===== config.mk =====
export PLATFORM = sky130hd
export DESIGN_NAME = balance_robot_motor_controller_unit
export DESIGN_NICKNAME = d
export VERILOG_FILES = /design/src/design/brmc_pkg.sv /design/src/design/brmc_mul.sv /design/src/design/balance_robot_motor_controller_unit.sv
export SDC_FILE = /design/constraint.sdc
export NUM_CORES = 2
export LEC_CHECK = 0
export ABC_AREA = 1
export ABC_CLOCK_PERIOD_IN_PS = 8100
export BUFFER_PORTS_ARGS = -buffer_cell sky130_fd_sc_hd__buf_2
export CAP_MARGIN = 20
export CORE_MARGIN = 2
export CORE_UTILIZATION = 59
export CTS_BUF_LIST = sky130_fd_sc_hd__clkbuf_16
export DETAILED_ROUTE_END_ITERATION = 6
export HOLD_SLACK_MARGIN = 0.06
export PLACE_DENSITY = 0.77
export SLEW_MARGIN = 0
export SYNTH_ARGS = -nofsm -noshare
export SYNTH_HDL_FRONTEND = slang
export SYNTH_SLANG_ARGS = --single-unit

===== constraint.sdc =====
create_clock -name clock -period 8.1 [get_ports clock]
set_clock_uncertainty 0.15 [all_clocks]
set_input_delay 1.62 -clock clock [delete_from_list [all_inputs] [get_ports clock]]
set_output_delay 1.62 -clock clock [all_outputs]
set_load 0.02 [all_outputs]

===== src/design/brmc_pkg.sv =====
`timescale 1ns / 1ps

package brmc_pkg;

   // stream widths
   localparam int REQ_W = 104;
   localparam int RSP_W = 64;

   // input field widths
   localparam int ANGLE_W  = 17;
   localparam int RATE_W   = 16;
   localparam int CNT_W    = 16;
   localparam int TARGET_W = 9;

   // register widths
   localparam int OFFSET_W = 8;
   localparam int GAIN_W   = 16;
   localparam int LIMIT_W  = 18;
   localparam int CSR_W    = 18;

   // output field widths
   localparam int MOTOR_OUT_W = 11;
   localparam int PWM_W       = 10;

   // bridge full scale
   localparam int PWM_FULL = 1000;
   localparam int MOTOR_W  = $clog2(PWM_FULL + 1) + 1;

   // internal datapath widths
   localparam int BIAS_W  = 10;
   localparam int TBIAS_W = 13;
   localparam int LEAST_W = 18;
   localparam int FILT_W  = 20;
   localparam int INTEG_W = 19;
   localparam int ISUM_W  = 21;
   localparam int BAL_W   = 21;
   localparam int VEL_W   = 28;
   localparam int TRN_W   = 20;
   localparam int BV_W    = 29;
   localparam int MIX_W   = 30;

   // shared multiplier
   localparam int MUL_W  = 26;
   localparam int PROD_W = 2 * MUL_W;
   localparam int ACC_W  = PROD_W + 1;

   // reciprocal constants for truncating division of magnitudes
   localparam int     SHIFT_112 = 31;
   localparam longint RECIP_112 = ((64'd1 << SHIFT_112) + 111) / 112;
   localparam int     SHIFT_10  = 27;
   localparam longint RECIP_10  = ((64'd1 << SHIFT_10) + 9) / 10;

   // encoder scale: count * 1500 / 448 reduces to count * 375 / 112
   localparam int ENC_SCALE = 375;

   typedef enum logic [2:0] {
      CSR_BALANCE_OFFSET = 3'd0,
      CSR_BALANCE_KP     = 3'd1,
      CSR_BALANCE_KD     = 3'd2,
      CSR_VELOCITY_KP    = 3'd3,
      CSR_VELOCITY_KI    = 3'd4,
      CSR_TURN_KP        = 3'd5,
      CSR_INTEGRAL_LIMIT = 3'd6
   } csr_index_type;

   typedef enum logic [18:0] {
      ST_IDLE  = 19'h00001,
      ST_TILT0 = 19'h00002,
      ST_TILT1 = 19'h00004,
      ST_TILT2 = 19'h00008,
      ST_TILT3 = 19'h00010,
      ST_SPD0  = 19'h00020,
      ST_SPD1  = 19'h00040,
      ST_SPD2  = 19'h00080,
      ST_SPD3  = 19'h00100,
      ST_SPD4  = 19'h00200,
      ST_SPD5  = 19'h00400,
      ST_SPD6  = 19'h00800,
      ST_SPD7  = 19'h01000,
      ST_VEL0  = 19'h02000,
      ST_VEL1  = 19'h04000,
      ST_VEL2  = 19'h08000,
      ST_MIX0  = 19'h10000,
      ST_MIX1  = 19'h20000,
      ST_OUT   = 19'h40000
   } state_type;

   typedef struct packed {
      logic signed [MUL_W-1:0] a;
      logic signed [MUL_W-1:0] b;
   } mul_req_type;

endpackage


===== src/design/brmc_mul.sv =====
`timescale 1ns / 1ps

module brmc_mul import brmc_pkg::*; (
   input  logic                      clock,
   input  mul_req_type               mul_req,
   output logic signed [PROD_W-1:0]  prod_ff
);

   logic signed [PROD_W-1:0] prod_in;

   // signed product, registered
   assign prod_in = $signed(mul_req.a) * $signed(mul_req.b);

   always_ff @(posedge clock) begin
      prod_ff <= prod_in;
   end

endmodule


===== src/design/balance_robot_motor_controller_unit.sv =====
`timescale 1ns / 1ps

// Two-wheel balance controller: each item is one control tick (tilt angle, tilt and yaw
// rates, both encoder counts, speed and turn targets) and yields one item with the two
// clamped motor drives and the four H-bridge compare values. A tick runs through tilt PD,
// filtered and integrated speed PI, and proportional turn control on one shared 26x26
// signed multiplier stepped by a one-hot sequencer. The sequencer sets the rate: after
// acceptance req_tready stays low until the sequencer is back in idle, at the same edge at
// which rsp_tvalid rises, so a tick is taken only once the previous one is through. The
// result sits in an output register, so a new item can be taken while the previous result
// is still waiting on rsp_tready; the sequencer only stalls in its last step if that
// register is still full. The filtered speed error and the speed integral persist across
// ticks and are cleared by reset. Gains are signed Q8, except the balance kd, which is
// signed Q12, and csr writes are expected only while the block is idle.
module balance_robot_motor_controller_unit import brmc_pkg::*; (
   input  logic             clock,
   input  logic             reset,
   // tick item
   input  logic             req_tvalid,
   output logic             req_tready,
   // tilt_angle, tilt_rate, yaw_rate, count_left, count_right, speed_target, turn_target
   input  logic [REQ_W-1:0] req_tdata,
   // result item
   output logic             rsp_tvalid,
   input  logic             rsp_tready,
   // motor_left, motor_right, pwm_left_a, pwm_left_b, pwm_right_a, pwm_right_b
   output logic [RSP_W-1:0] rsp_tdata,
   // register writes
   input  logic             csr_we,
   input  logic [2:0]       csr_index,
   input  logic [CSR_W-1:0] csr_data
);

   // ---------------------------------------------------------------- registers
   logic signed [OFFSET_W-1:0] bal_offset_ff;
   logic signed [GAIN_W-1:0]   bal_kp_ff;
   logic signed [GAIN_W-1:0]   bal_kd_ff;
   logic signed [GAIN_W-1:0]   vel_kp_ff;
   logic signed [GAIN_W-1:0]   vel_ki_ff;
   logic signed [GAIN_W-1:0]   turn_kp_ff;
   logic [LIMIT_W-1:0]         limit_ff;

   state_type                  state_ff, state_in;
   logic signed [ACC_W-1:0]    acc_ff, acc_in;
   logic                       neg_ff, neg_in;
   logic signed [BIAS_W-1:0]   bias_ff, bias_in;
   logic signed [TBIAS_W-1:0]  tbias_ff, tbias_in;
   logic signed [CNT_W-1:0]    lc_ff, lc_in;
   logic signed [RATE_W-1:0]   trate_ff, trate_in;
   logic signed [TARGET_W-1:0] st_ff, st_in;
   logic signed [LEAST_W-1:0]  least_ff, least_in;
   logic signed [FILT_W-1:0]   half_ff, half_in;
   logic signed [FILT_W-1:0]   filt_ff, filt_in;
   logic signed [INTEG_W-1:0]  integ_ff, integ_in;
   logic signed [BAL_W-1:0]    bal_ff, bal_in;
   logic signed [VEL_W-1:0]    vel_ff, vel_in;
   logic signed [TRN_W-1:0]    trn_ff, trn_in;
   logic signed [BV_W-1:0]     bv_ff, bv_in;
   logic signed [MOTOR_W-1:0]  motor_l_ff, motor_l_in;
   logic signed [MOTOR_W-1:0]  motor_r_ff, motor_r_in;
   logic                       rsp_tvalid_ff, rsp_tvalid_in;
   logic [RSP_W-1:0]           rsp_tdata_ff, rsp_tdata_in;

   mul_req_type                mul_req;
   logic signed [PROD_W-1:0]   prod_ff;

   // shared multiplier, registered product
   brmc_mul u_mul (
      .clock   (clock),
      .mul_req (mul_req),
      .prod_ff (prod_ff)
   );

   // ---------------------------------------------------------------- input fields
   logic                       req_accept;
   logic signed [ANGLE_W-1:0]  f_angle;
   logic signed [RATE_W-1:0]   f_trate;
   logic signed [RATE_W-1:0]   f_yrate;
   logic signed [CNT_W-1:0]    f_cl;
   logic signed [CNT_W-1:0]    f_cr;
   logic signed [TARGET_W-1:0] f_st;
   logic signed [TARGET_W-1:0] f_tt;

   assign req_accept = req_tvalid && req_tready;
   assign f_angle    = $signed(req_tdata[16:0]);
   assign f_trate    = $signed(req_tdata[32:17]);
   assign f_yrate    = $signed(req_tdata[48:33]);
   assign f_cl       = $signed(req_tdata[64:49]);
   assign f_cr       = $signed(req_tdata[80:65]);
   assign f_st       = $signed(req_tdata[89:81]);
   assign f_tt       = $signed(req_tdata[98:90]);

   // tilt bias: trunc((angle - 256 * offset) / 256)
   logic signed [ANGLE_W:0] tilt_diff, tilt_adj;
   assign tilt_diff = (ANGLE_W+1)'(f_angle) - (ANGLE_W+1)'($signed({bal_offset_ff, 8'd0}));
   assign tilt_adj  = tilt_diff + $signed({10'd0, {8{tilt_diff[ANGLE_W]}}});

   // turn bias: trunc((16 * turn_target - yaw_rate) / 16)
   logic signed [RATE_W:0] turn_diff, turn_adj;
   assign turn_diff = (RATE_W+1)'($signed({f_tt, 4'd0})) - (RATE_W+1)'(f_yrate);
   assign turn_adj  = turn_diff + $signed({13'd0, {4{turn_diff[RATE_W]}}});

   // mean count: trunc((left + right) / 2)
   logic signed [CNT_W:0] cnt_sum, cnt_adj;
   assign cnt_sum = (CNT_W+1)'(f_cl) + (CNT_W+1)'(f_cr);
   assign cnt_adj = cnt_sum + $signed({16'd0, cnt_sum[CNT_W]});

   // ---------------------------------------------------------------- datapath helpers
   logic signed [ACC_W-1:0]  prod_sx;
   logic signed [MUL_W-1:0]  prod_lo, prod_lo_abs;
   logic signed [MUL_W-1:0]  acc_lo, acc_lo_abs;
   logic signed [MUL_W-1:0]  lc_wide, lc_abs;
   logic signed [ACC_W-1:0]  acc_rnd12, acc_rnd8, prod_rnd8;
   logic [LEAST_W-2:0]       q_least;
   logic [FILT_W-2:0]        q_filt;
   logic signed [LEAST_W-1:0] q_least_s;
   logic signed [FILT_W-1:0]  q_filt_s;
   logic signed [ISUM_W-1:0]  integ_sum, lim_s;
   logic signed [MIX_W-1:0]   mix_l, mix_r;

   localparam logic signed [MIX_W-1:0] FULL_POS = MIX_W'(PWM_FULL);
   localparam logic signed [MIX_W-1:0] FULL_NEG = -FULL_POS;

   assign prod_sx     = {prod_ff[PROD_W-1], prod_ff};
   assign prod_lo     = $signed(prod_ff[MUL_W-1:0]);
   assign prod_lo_abs = prod_lo[MUL_W-1] ? -prod_lo : prod_lo;
   assign acc_lo      = $signed(acc_ff[MUL_W-1:0]);
   assign acc_lo_abs  = acc_lo[MUL_W-1] ? -acc_lo : acc_lo;
   assign lc_wide     = MUL_W'(lc_ff);
   assign lc_abs      = lc_ff[CNT_W-1] ? -lc_wide : lc_wide;

   // toward-zero rounding offsets for the arithmetic shifts
   assign acc_rnd12 = acc_ff + $signed({{(ACC_W-12){1'b0}}, {12{acc_ff[ACC_W-1]}}});
   assign acc_rnd8  = acc_ff + $signed({{(ACC_W-8){1'b0}}, {8{acc_ff[ACC_W-1]}}});
   assign prod_rnd8 = prod_sx + $signed({{(ACC_W-8){1'b0}}, {8{prod_sx[ACC_W-1]}}});

   // quotients of magnitudes from the reciprocal products
   assign q_least   = prod_ff[SHIFT_112 +: LEAST_W-1];
   assign q_filt    = prod_ff[SHIFT_10 +: FILT_W-1];
   assign q_least_s = $signed({1'b0, q_least});
   assign q_filt_s  = $signed({1'b0, q_filt});

   // integral update with symmetric clamp
   assign integ_sum = ISUM_W'(integ_ff) + ISUM_W'(filt_ff);
   assign lim_s     = $signed({{(ISUM_W-LIMIT_W){1'b0}}, limit_ff});

   // motor mixing
   assign mix_l = MIX_W'(bv_ff) - MIX_W'(trn_ff);
   assign mix_r = MIX_W'(bv_ff) + MIX_W'(trn_ff);

   // ---------------------------------------------------------------- bridge mapping
   localparam logic signed [MOTOR_W-1:0] FULL_M = MOTOR_W'(PWM_FULL);

   logic signed [MOTOR_W-1:0] abs_l, abs_r;
   logic [MOTOR_W-1:0]        pwm_la, pwm_lb, pwm_ra, pwm_rb;
   logic                      both_zero;

   assign abs_l     = motor_l_ff[MOTOR_W-1] ? -motor_l_ff : motor_l_ff;
   assign abs_r     = motor_r_ff[MOTOR_W-1] ? -motor_r_ff : motor_r_ff;
   assign both_zero = (motor_l_ff == '0) && (motor_r_ff == '0);

   always_comb begin
      if (both_zero) begin
         pwm_la = '0;
         pwm_lb = '0;
         pwm_ra = '0;
         pwm_rb = '0;
      end else begin
         if (motor_l_ff[MOTOR_W-1]) begin
            pwm_la = FULL_M;
            pwm_lb = FULL_M - abs_l;
         end else begin
            pwm_la = FULL_M - abs_l;
            pwm_lb = FULL_M;
         end
         if (motor_r_ff[MOTOR_W-1]) begin
            pwm_ra = FULL_M;
            pwm_rb = FULL_M - abs_r;
         end else begin
            pwm_ra = FULL_M - abs_r;
            pwm_rb = FULL_M;
         end
      end
   end

   // ---------------------------------------------------------------- sequencer
   logic rsp_free;
   assign rsp_free = !rsp_tvalid_ff || rsp_tready;

   always_comb begin
      state_in      = state_ff;
      acc_in        = acc_ff;
      neg_in        = neg_ff;
      bias_in       = bias_ff;
      tbias_in      = tbias_ff;
      lc_in         = lc_ff;
      trate_in      = trate_ff;
      st_in         = st_ff;
      least_in      = least_ff;
      half_in       = half_ff;
      filt_in       = filt_ff;
      integ_in      = integ_ff;
      bal_in        = bal_ff;
      vel_in        = vel_ff;
      trn_in        = trn_ff;
      bv_in         = bv_ff;
      motor_l_in    = motor_l_ff;
      motor_r_in    = motor_r_ff;
      rsp_tdata_in  = rsp_tdata_ff;
      rsp_tvalid_in = rsp_tvalid_ff && !rsp_tready;
      mul_req       = '0;

      unique case (state_ff)
         ST_IDLE: begin
            if (req_accept) begin
               bias_in  = tilt_adj[8 +: BIAS_W];
               tbias_in = turn_adj[4 +: TBIAS_W];
               lc_in    = cnt_adj[1 +: CNT_W];
               trate_in = f_trate;
               st_in    = f_st;
               state_in = ST_TILT0;
            end
         end
         // tilt path: 16 * kp * bias + kd * rate, then / 4096
         ST_TILT0: begin
            mul_req.a = MUL_W'(bal_kp_ff);
            mul_req.b = MUL_W'(bias_ff);
            state_in  = ST_TILT1;
         end
         ST_TILT1: begin
            acc_in    = {prod_sx[ACC_W-5:0], 4'd0};
            mul_req.a = MUL_W'(bal_kd_ff);
            mul_req.b = MUL_W'(trate_ff);
            state_in  = ST_TILT2;
         end
         ST_TILT2: begin
            acc_in    = acc_ff + prod_sx;
            mul_req.a = lc_abs;
            mul_req.b = MUL_W'(ENC_SCALE);
            state_in  = ST_TILT3;
         end
         ST_TILT3: begin
            bal_in    = acc_rnd12[12 +: BAL_W];
            mul_req.a = prod_lo;
            mul_req.b = MUL_W'(RECIP_112);
            state_in  = ST_SPD0;
         end
         // speed path: scaled count minus target, low pass, integrate
         ST_SPD0: begin
            least_in  = (lc_ff[CNT_W-1] ? -q_least_s : q_least_s) - LEAST_W'(st_ff);
            mul_req.a = MUL_W'(filt_ff);
            mul_req.b = MUL_W'(7);
            state_in  = ST_SPD1;
         end
         ST_SPD1: begin
            neg_in    = prod_lo[MUL_W-1];
            mul_req.a = prod_lo_abs;
            mul_req.b = MUL_W'(RECIP_10);
            state_in  = ST_SPD2;
         end
         ST_SPD2: begin
            half_in   = neg_ff ? -q_filt_s : q_filt_s;
            mul_req.a = MUL_W'(least_ff);
            mul_req.b = MUL_W'(3);
            state_in  = ST_SPD3;
         end
         ST_SPD3: begin
            acc_in    = prod_sx;
            mul_req.a = MUL_W'(half_ff);
            mul_req.b = MUL_W'(10);
            state_in  = ST_SPD4;
         end
         ST_SPD4: begin
            acc_in   = acc_ff + prod_sx;
            state_in = ST_SPD5;
         end
         ST_SPD5: begin
            neg_in    = acc_lo[MUL_W-1];
            mul_req.a = acc_lo_abs;
            mul_req.b = MUL_W'(RECIP_10);
            state_in  = ST_SPD6;
         end
         ST_SPD6: begin
            filt_in  = neg_ff ? -q_filt_s : q_filt_s;
            state_in = ST_SPD7;
         end
         ST_SPD7: begin
            priority if (integ_sum < -lim_s) begin
               integ_in = INTEG_W'(-lim_s);
            end else if (integ_sum > lim_s) begin
               integ_in = INTEG_W'(lim_s);
            end else begin
               integ_in = INTEG_W'(integ_sum);
            end
            mul_req.a = MUL_W'(vel_kp_ff);
            mul_req.b = MUL_W'(filt_ff);
            state_in  = ST_VEL0;
         end
         // speed PI sum, then turn product
         ST_VEL0: begin
            acc_in    = prod_sx;
            mul_req.a = MUL_W'(vel_ki_ff);
            mul_req.b = MUL_W'(integ_ff);
            state_in  = ST_VEL1;
         end
         ST_VEL1: begin
            acc_in    = acc_ff + prod_sx;
            mul_req.a = MUL_W'(turn_kp_ff);
            mul_req.b = MUL_W'(tbias_ff);
            state_in  = ST_VEL2;
         end
         ST_VEL2: begin
            vel_in   = acc_rnd8[8 +: VEL_W];
            trn_in   = prod_rnd8[8 +: TRN_W];
            state_in = ST_MIX0;
         end
         ST_MIX0: begin
            bv_in    = BV_W'(bal_ff) + BV_W'(vel_ff);
            state_in = ST_MIX1;
         end
         ST_MIX1: begin
            priority if (mix_l < FULL_NEG) begin
               motor_l_in = MOTOR_W'(FULL_NEG);
            end else if (mix_l > FULL_POS) begin
               motor_l_in = MOTOR_W'(FULL_POS);
            end else begin
               motor_l_in = MOTOR_W'(mix_l);
            end
            priority if (mix_r < FULL_NEG) begin
               motor_r_in = MOTOR_W'(FULL_NEG);
            end else if (mix_r > FULL_POS) begin
               motor_r_in = MOTOR_W'(FULL_POS);
            end else begin
               motor_r_in = MOTOR_W'(mix_r);
            end
            state_in = ST_OUT;
         end
         // hold here while the previous result is still unclaimed
         ST_OUT: begin
            if (rsp_free) begin
               rsp_tdata_in  = {2'd0, PWM_W'(pwm_rb), PWM_W'(pwm_ra), PWM_W'(pwm_lb),
                                PWM_W'(pwm_la), MOTOR_OUT_W'(motor_r_ff),
                                MOTOR_OUT_W'(motor_l_ff)};
               rsp_tvalid_in = 1'b1;
               state_in      = ST_IDLE;
            end
         end
         default: begin
            state_in = ST_IDLE;
         end
      endcase
   end

   always_ff @(posedge clock) begin
      if (reset) begin
         state_ff      <= ST_IDLE;
         rsp_tvalid_ff <= 1'b0;
         filt_ff       <= '0;
         integ_ff      <= '0;
      end else begin
         state_ff      <= state_in;
         rsp_tvalid_ff <= rsp_tvalid_in;
         filt_ff       <= filt_in;
         integ_ff      <= integ_in;
      end
   end

   // working registers, no reset needed
   always_ff @(posedge clock) begin
      acc_ff       <= acc_in;
      neg_ff       <= neg_in;
      bias_ff      <= bias_in;
      tbias_ff     <= tbias_in;
      lc_ff        <= lc_in;
      trate_ff     <= trate_in;
      st_ff        <= st_in;
      least_ff     <= least_in;
      half_ff      <= half_in;
      bal_ff       <= bal_in;
      vel_ff       <= vel_in;
      trn_ff       <= trn_in;
      bv_ff        <= bv_in;
      motor_l_ff   <= motor_l_in;
      motor_r_ff   <= motor_r_in;
      rsp_tdata_ff <= rsp_tdata_in;
   end

   // ---------------------------------------------------------------- control registers
   always_ff @(posedge clock) begin
      if (reset) begin
         bal_offset_ff <= 8'sd6;
         bal_kp_ff     <= 16'sd17920;
         bal_kd_ff     <= -16'sd768;
         vel_kp_ff     <= 16'sd12800;
         vel_ki_ff     <= 16'sd64;
         turn_kp_ff    <= 16'sd10752;
         limit_ff      <= 18'd4000;
      end else if (csr_we) begin
         unique case (csr_index)
            CSR_BALANCE_OFFSET: bal_offset_ff <= $signed(csr_data[OFFSET_W-1:0]);
            CSR_BALANCE_KP:     bal_kp_ff     <= $signed(csr_data[GAIN_W-1:0]);
            CSR_BALANCE_KD:     bal_kd_ff     <= $signed(csr_data[GAIN_W-1:0]);
            CSR_VELOCITY_KP:    vel_kp_ff     <= $signed(csr_data[GAIN_W-1:0]);
            CSR_VELOCITY_KI:    vel_ki_ff     <= $signed(csr_data[GAIN_W-1:0]);
            CSR_TURN_KP:        turn_kp_ff    <= $signed(csr_data[GAIN_W-1:0]);
            CSR_INTEGRAL_LIMIT: limit_ff      <= csr_data[LIMIT_W-1:0];
            default: begin
            end
         endcase
      end
   end

   assign req_tready = (state_ff == ST_IDLE);
   assign rsp_tvalid = rsp_tvalid_ff;
   assign rsp_tdata  = rsp_tdata_ff;

   // ---------------------------------------------------------------- checks
   logic signed [ISUM_W-1:0] integ_wide;
   assign integ_wide = ISUM_W'(integ_ff);

   a_accept_starts: assert property (@(posedge clock) disable iff (reset)
      req_accept |=> (state_ff == ST_TILT0))
      else $error("accepted item did not start the tilt sequence");

   a_integ_clamped: assert property (@(posedge clock) disable iff (reset)
      (state_ff == ST_VEL0) |-> ((integ_wide <= lim_s) && (integ_wide >= -lim_s)))
      else $error("speed integral outside its limit after update");

   a_out_stall: assert property (@(posedge clock) disable iff (reset)
      ((state_ff == ST_OUT) && rsp_tvalid_ff && !rsp_tready) |=> (state_ff == ST_OUT))
      else $error("result overwritten while output still held");

   a_motor_range: assert property (@(posedge clock) disable iff (reset)
      (state_ff == ST_OUT) |->
         ((MIX_W'(motor_l_ff) <= FULL_POS) && (MIX_W'(motor_l_ff) >= FULL_NEG) &&
          (MIX_W'(motor_r_ff) <= FULL_POS) && (MIX_W'(motor_r_ff) >= FULL_NEG)))
      else $error("motor drive outside full scale");

endmodule

==> reports/metrics.yaml <==
combPwrFrac_pct: 16.9
yosysWarnings: 0
portBuffers: 188
worst_slew_pin_slew_ns: 1.105
post-dp-hpwl_mm: 195.5
hp-start: "motor_r_ff[8]"
clockRootBuffer: "clkbuf_16"
hold_violations: 0
finalWorstPathRequiredPeriod_ns: 8.443
netlist_instances: 8682
synthTopCellsByArea: "fa_1 22%, edfxtp_1 15%, inv_1 10%"
dr.first_iter.drc_count: 7030
grt_busiest_layer: "met2"
start_util_pct: 59.33
setup_tns_ns: -5.845
dr.pass1.iters: 6
vias: 63860
cts_tree: "done"
clkPwrFrac_pct: 38.9
final_common_cell: "inv_1"
routedWlPerCell_um: 21.35
violations: "negative setup slack"
fillers: 8705
grt_pass1_vias: 62530
path_max_fanout: 5
slew_headroom_pct: 26.26
overflow: 0
die-area_um2: 115500
ys_ff_latch: 555
leakage_nw: 41.73
drtAntennaViolNets: 0
drc: 0
synthFlopType: "edfxtp_1"
r2r_start: "state_ff[0]"
fin_crit_sh_pct: 104.2
setup_ws_ns: -0.3434
drt-vias-per-instance: 5.681
path_buf_inv: 15
worst_setup_path_end_kind: "register"
htreeDepth: 2
layout_common_cells: "1760 x inv_1, 1697 x nand2_1, 834 x buf_4, 818 x nor2_1, 685 x fa_1"
holdBufCountCts: 0
post-place-ws_ns: -0.9804
p_sw_mw: 2.086
startpoint_type: "register"
ys_seq_area_share_pct: 21.77
worstPathRequired_ns: 8.55
grt_antenna_before_repair: 10
synth-edff-count: 338
cp_slowest_cell: "fa_2"
io_pins: 196
crit_type: "reg2reg"
switching_share_pct: 29.23
sequentialPowerShare_pct: 44.2
grt_start_max_net_pins: 68
p_int_mw: 5.051
rsz0062_at_grt: "yes"
r2r_slack_ns: -0.34
setup_violations: 27
slowest_delay_ns: 0.61
dieHeight_um: 339.9
whs_endpoint: "rsp_tdata[19]"
worstReg2RegEnd: "u_mul.prod_ff[40]"
cts_buffer_depth: 3
drive_gt1_share_pct: 19.06
die_x_um: 339.9
r2r_cells: 38
slew_violations: 0
cts_buffers: 59
grt_pass1_wl_mm: 362.6
hp-class: "reg2reg"
powerDensity_nw_per_um2: 88.14
place.gp.congestion: 1.075
ir_drop_uv: 174.5
fin_util_pct: 72.17
cap_viol_max_count: 0
clock_sinks: 555
use_met2_pct: 62.67
mappedNetlistArea_um2: 66560
met3_usage_pct: 9.389
wl_mm: 240.0
clock_latency_ns: 0.68
cp.arrival_ns: 8.89
clkTransAtPathRegs_ns: 0.07
synthArstFlopShare_pct: 0
min_path_cells: 0
fp.coreArea_um2: 112200
critical_path.top_delay_family: "adder cells"
dp.cells: 11000
grtUsageTotal_pct: 40.98
area_growth_pct: 21.65
run_status: "finished with violations"
row_count: 123
finalNetCount: 10970
yosysTopAreaCell: "fa_1"
synth_top_area_share_pct: 21.56
fmax_ghz: 0.1184
groute.layer.met1.usage_pct: 55.80
ys_types: 81
power_mw: 7.137
syn_area_per_cell_um2: 7.667
instances_no_fill: 11240
==> through the flow <==
| stage | cell area (um2) | hold slack, ns |
|---|---|---|
| after floorplan | 66570 | 0.2745 |
| after global placement | 75350 | 0.2862 |
| after detailed placement | 75350 | 0.2846 |
| after CTS | 80370 | 0.2956 |
| after global routing | 80970 | 0.3162 |
| final | 80970 | 0.2957 |
==> power groups by stage <==
stage | registers (mW) | clock network, mW | logic, mW
after floorplan | 3.20 | 0 | 0.696
after global placement | 3.21 | 0 | 1.10
after detailed placement | 3.21 | 0 | 1.13
after CTS | 3.15 | 2.78 | 1.17
after global routing | 3.16 | 2.89 | 1.30
final | 3.15 | 2.78 | 1.20
==> area by class of cell <==
| cell class | instances | area [um2] | share of cell area, % |
|---|---|---|---|
| clock inverters | 47 | 330.3 | 0.4079 |
| flip-flops and latches | 555 | 14520 | 17.94 |
| repair buffers | 1162 | 9387 | 11.59 |
| inverters | 1871 | 7073 | 8.735 |
| diodes | 3 | 7.507 | 0.009271 |
| clock buffers | 64 | 1602 | 1.978 |
| well taps | 1500 | 1877 | 2.318 |
| multi-input cells | 6040 | 46170 | 57.02 |
==> sequential cells by signal, indices dropped and copies added (netlist names), 21 cells and up <==
register       flops
acc_ff            53
bal_ff            21
bv_ff             29
rsp_tdata         62
u_mul.prod_ff     52
vel_ff            28
==> what timing repair did <==
action,4_1_cts,5_1_grt
cloned,2,0
resized for setup,568,126
setup buffers,104,29
pin swaps,304,137
setup endpoints to repair,35,35
hold endpoints to repair,0,0
==> synthesized netlist by cell type, drive strengths merged, types with 10 or more instances <==
library cell	number
o221ai	30
clkbuf	72
and2	10
o31ai	10
nor2	911
nand4	98
edfxtp	338
a221oi	33
nand3	352
xor2	260
a31oi	46
dfxtp	217
nor4	32
o211ai	26
fa	717
a22o	22
o21bai	42
a21o	23
or2	15
buf	145
nand2	1777
xnor2	88
a21oi	489
a21boi	15
nor3	125
nand3b	11
o21a	17
o22ai	22
ha	435
o21ai	383
inv	1865
a211oi	11
==> routing by layer <==
metal	wire length, um	vias up
met1	94880	30680
met2	105200	3305
li1	-	29270
met3	26880	599
met4	12980	14
met5	93	-
==> worst register-to-register path: cells and delay by family, from the launching register on <==
kind	cells	cell delay, ns
fa+ha+maj	8	3.96
flops	1	0.33
xor+xnor	1	0.14
compound gates	4	0.45
simple gates	10	1.62
buf+inv	15	1.71
==> cells by family after synthesis <==
| family | count (synthesis) | synth area share, % |
|---|---|---|
| AND/OR/NAND/NOR | 3341 | 21.20 |
| buffers and inverters | 2088 | 12.22 |
| AO/OA/AOI/OAI | 1197 | 10.48 |
| XOR/XNOR | 348 | 4.579 |
| flip-flops | 555 | 21.77 |
| other | 1 | 0.005634 |
| adder cells (fa/ha/maj) | 1152 | 29.74 |
==> worst max-delay path by stage <==
| stage | from | end | slack [ns] | depth (start not counted) |
|---|---|---|---|---|
| floorplan | acc_ff[1] | u_mul.prod_ff[48] | 0.05 | 35 |
| global placement | acc_ff[1] | u_mul.prod_ff[46] | -0.90 | 40 |
| detailed placement | acc_ff[0] | u_mul.prod_ff[46] | -0.98 | 40 |
| CTS | state_ff[5] | u_mul.prod_ff[48] | -0.08 | 37 |
| global route | acc_ff[1] | u_mul.prod_ff[48] | -0.63 | 36 |
| finish | state_ff[0] | u_mul.prod_ff[40] | -0.34 | 38 |
(Power assumes the default switching activity.)
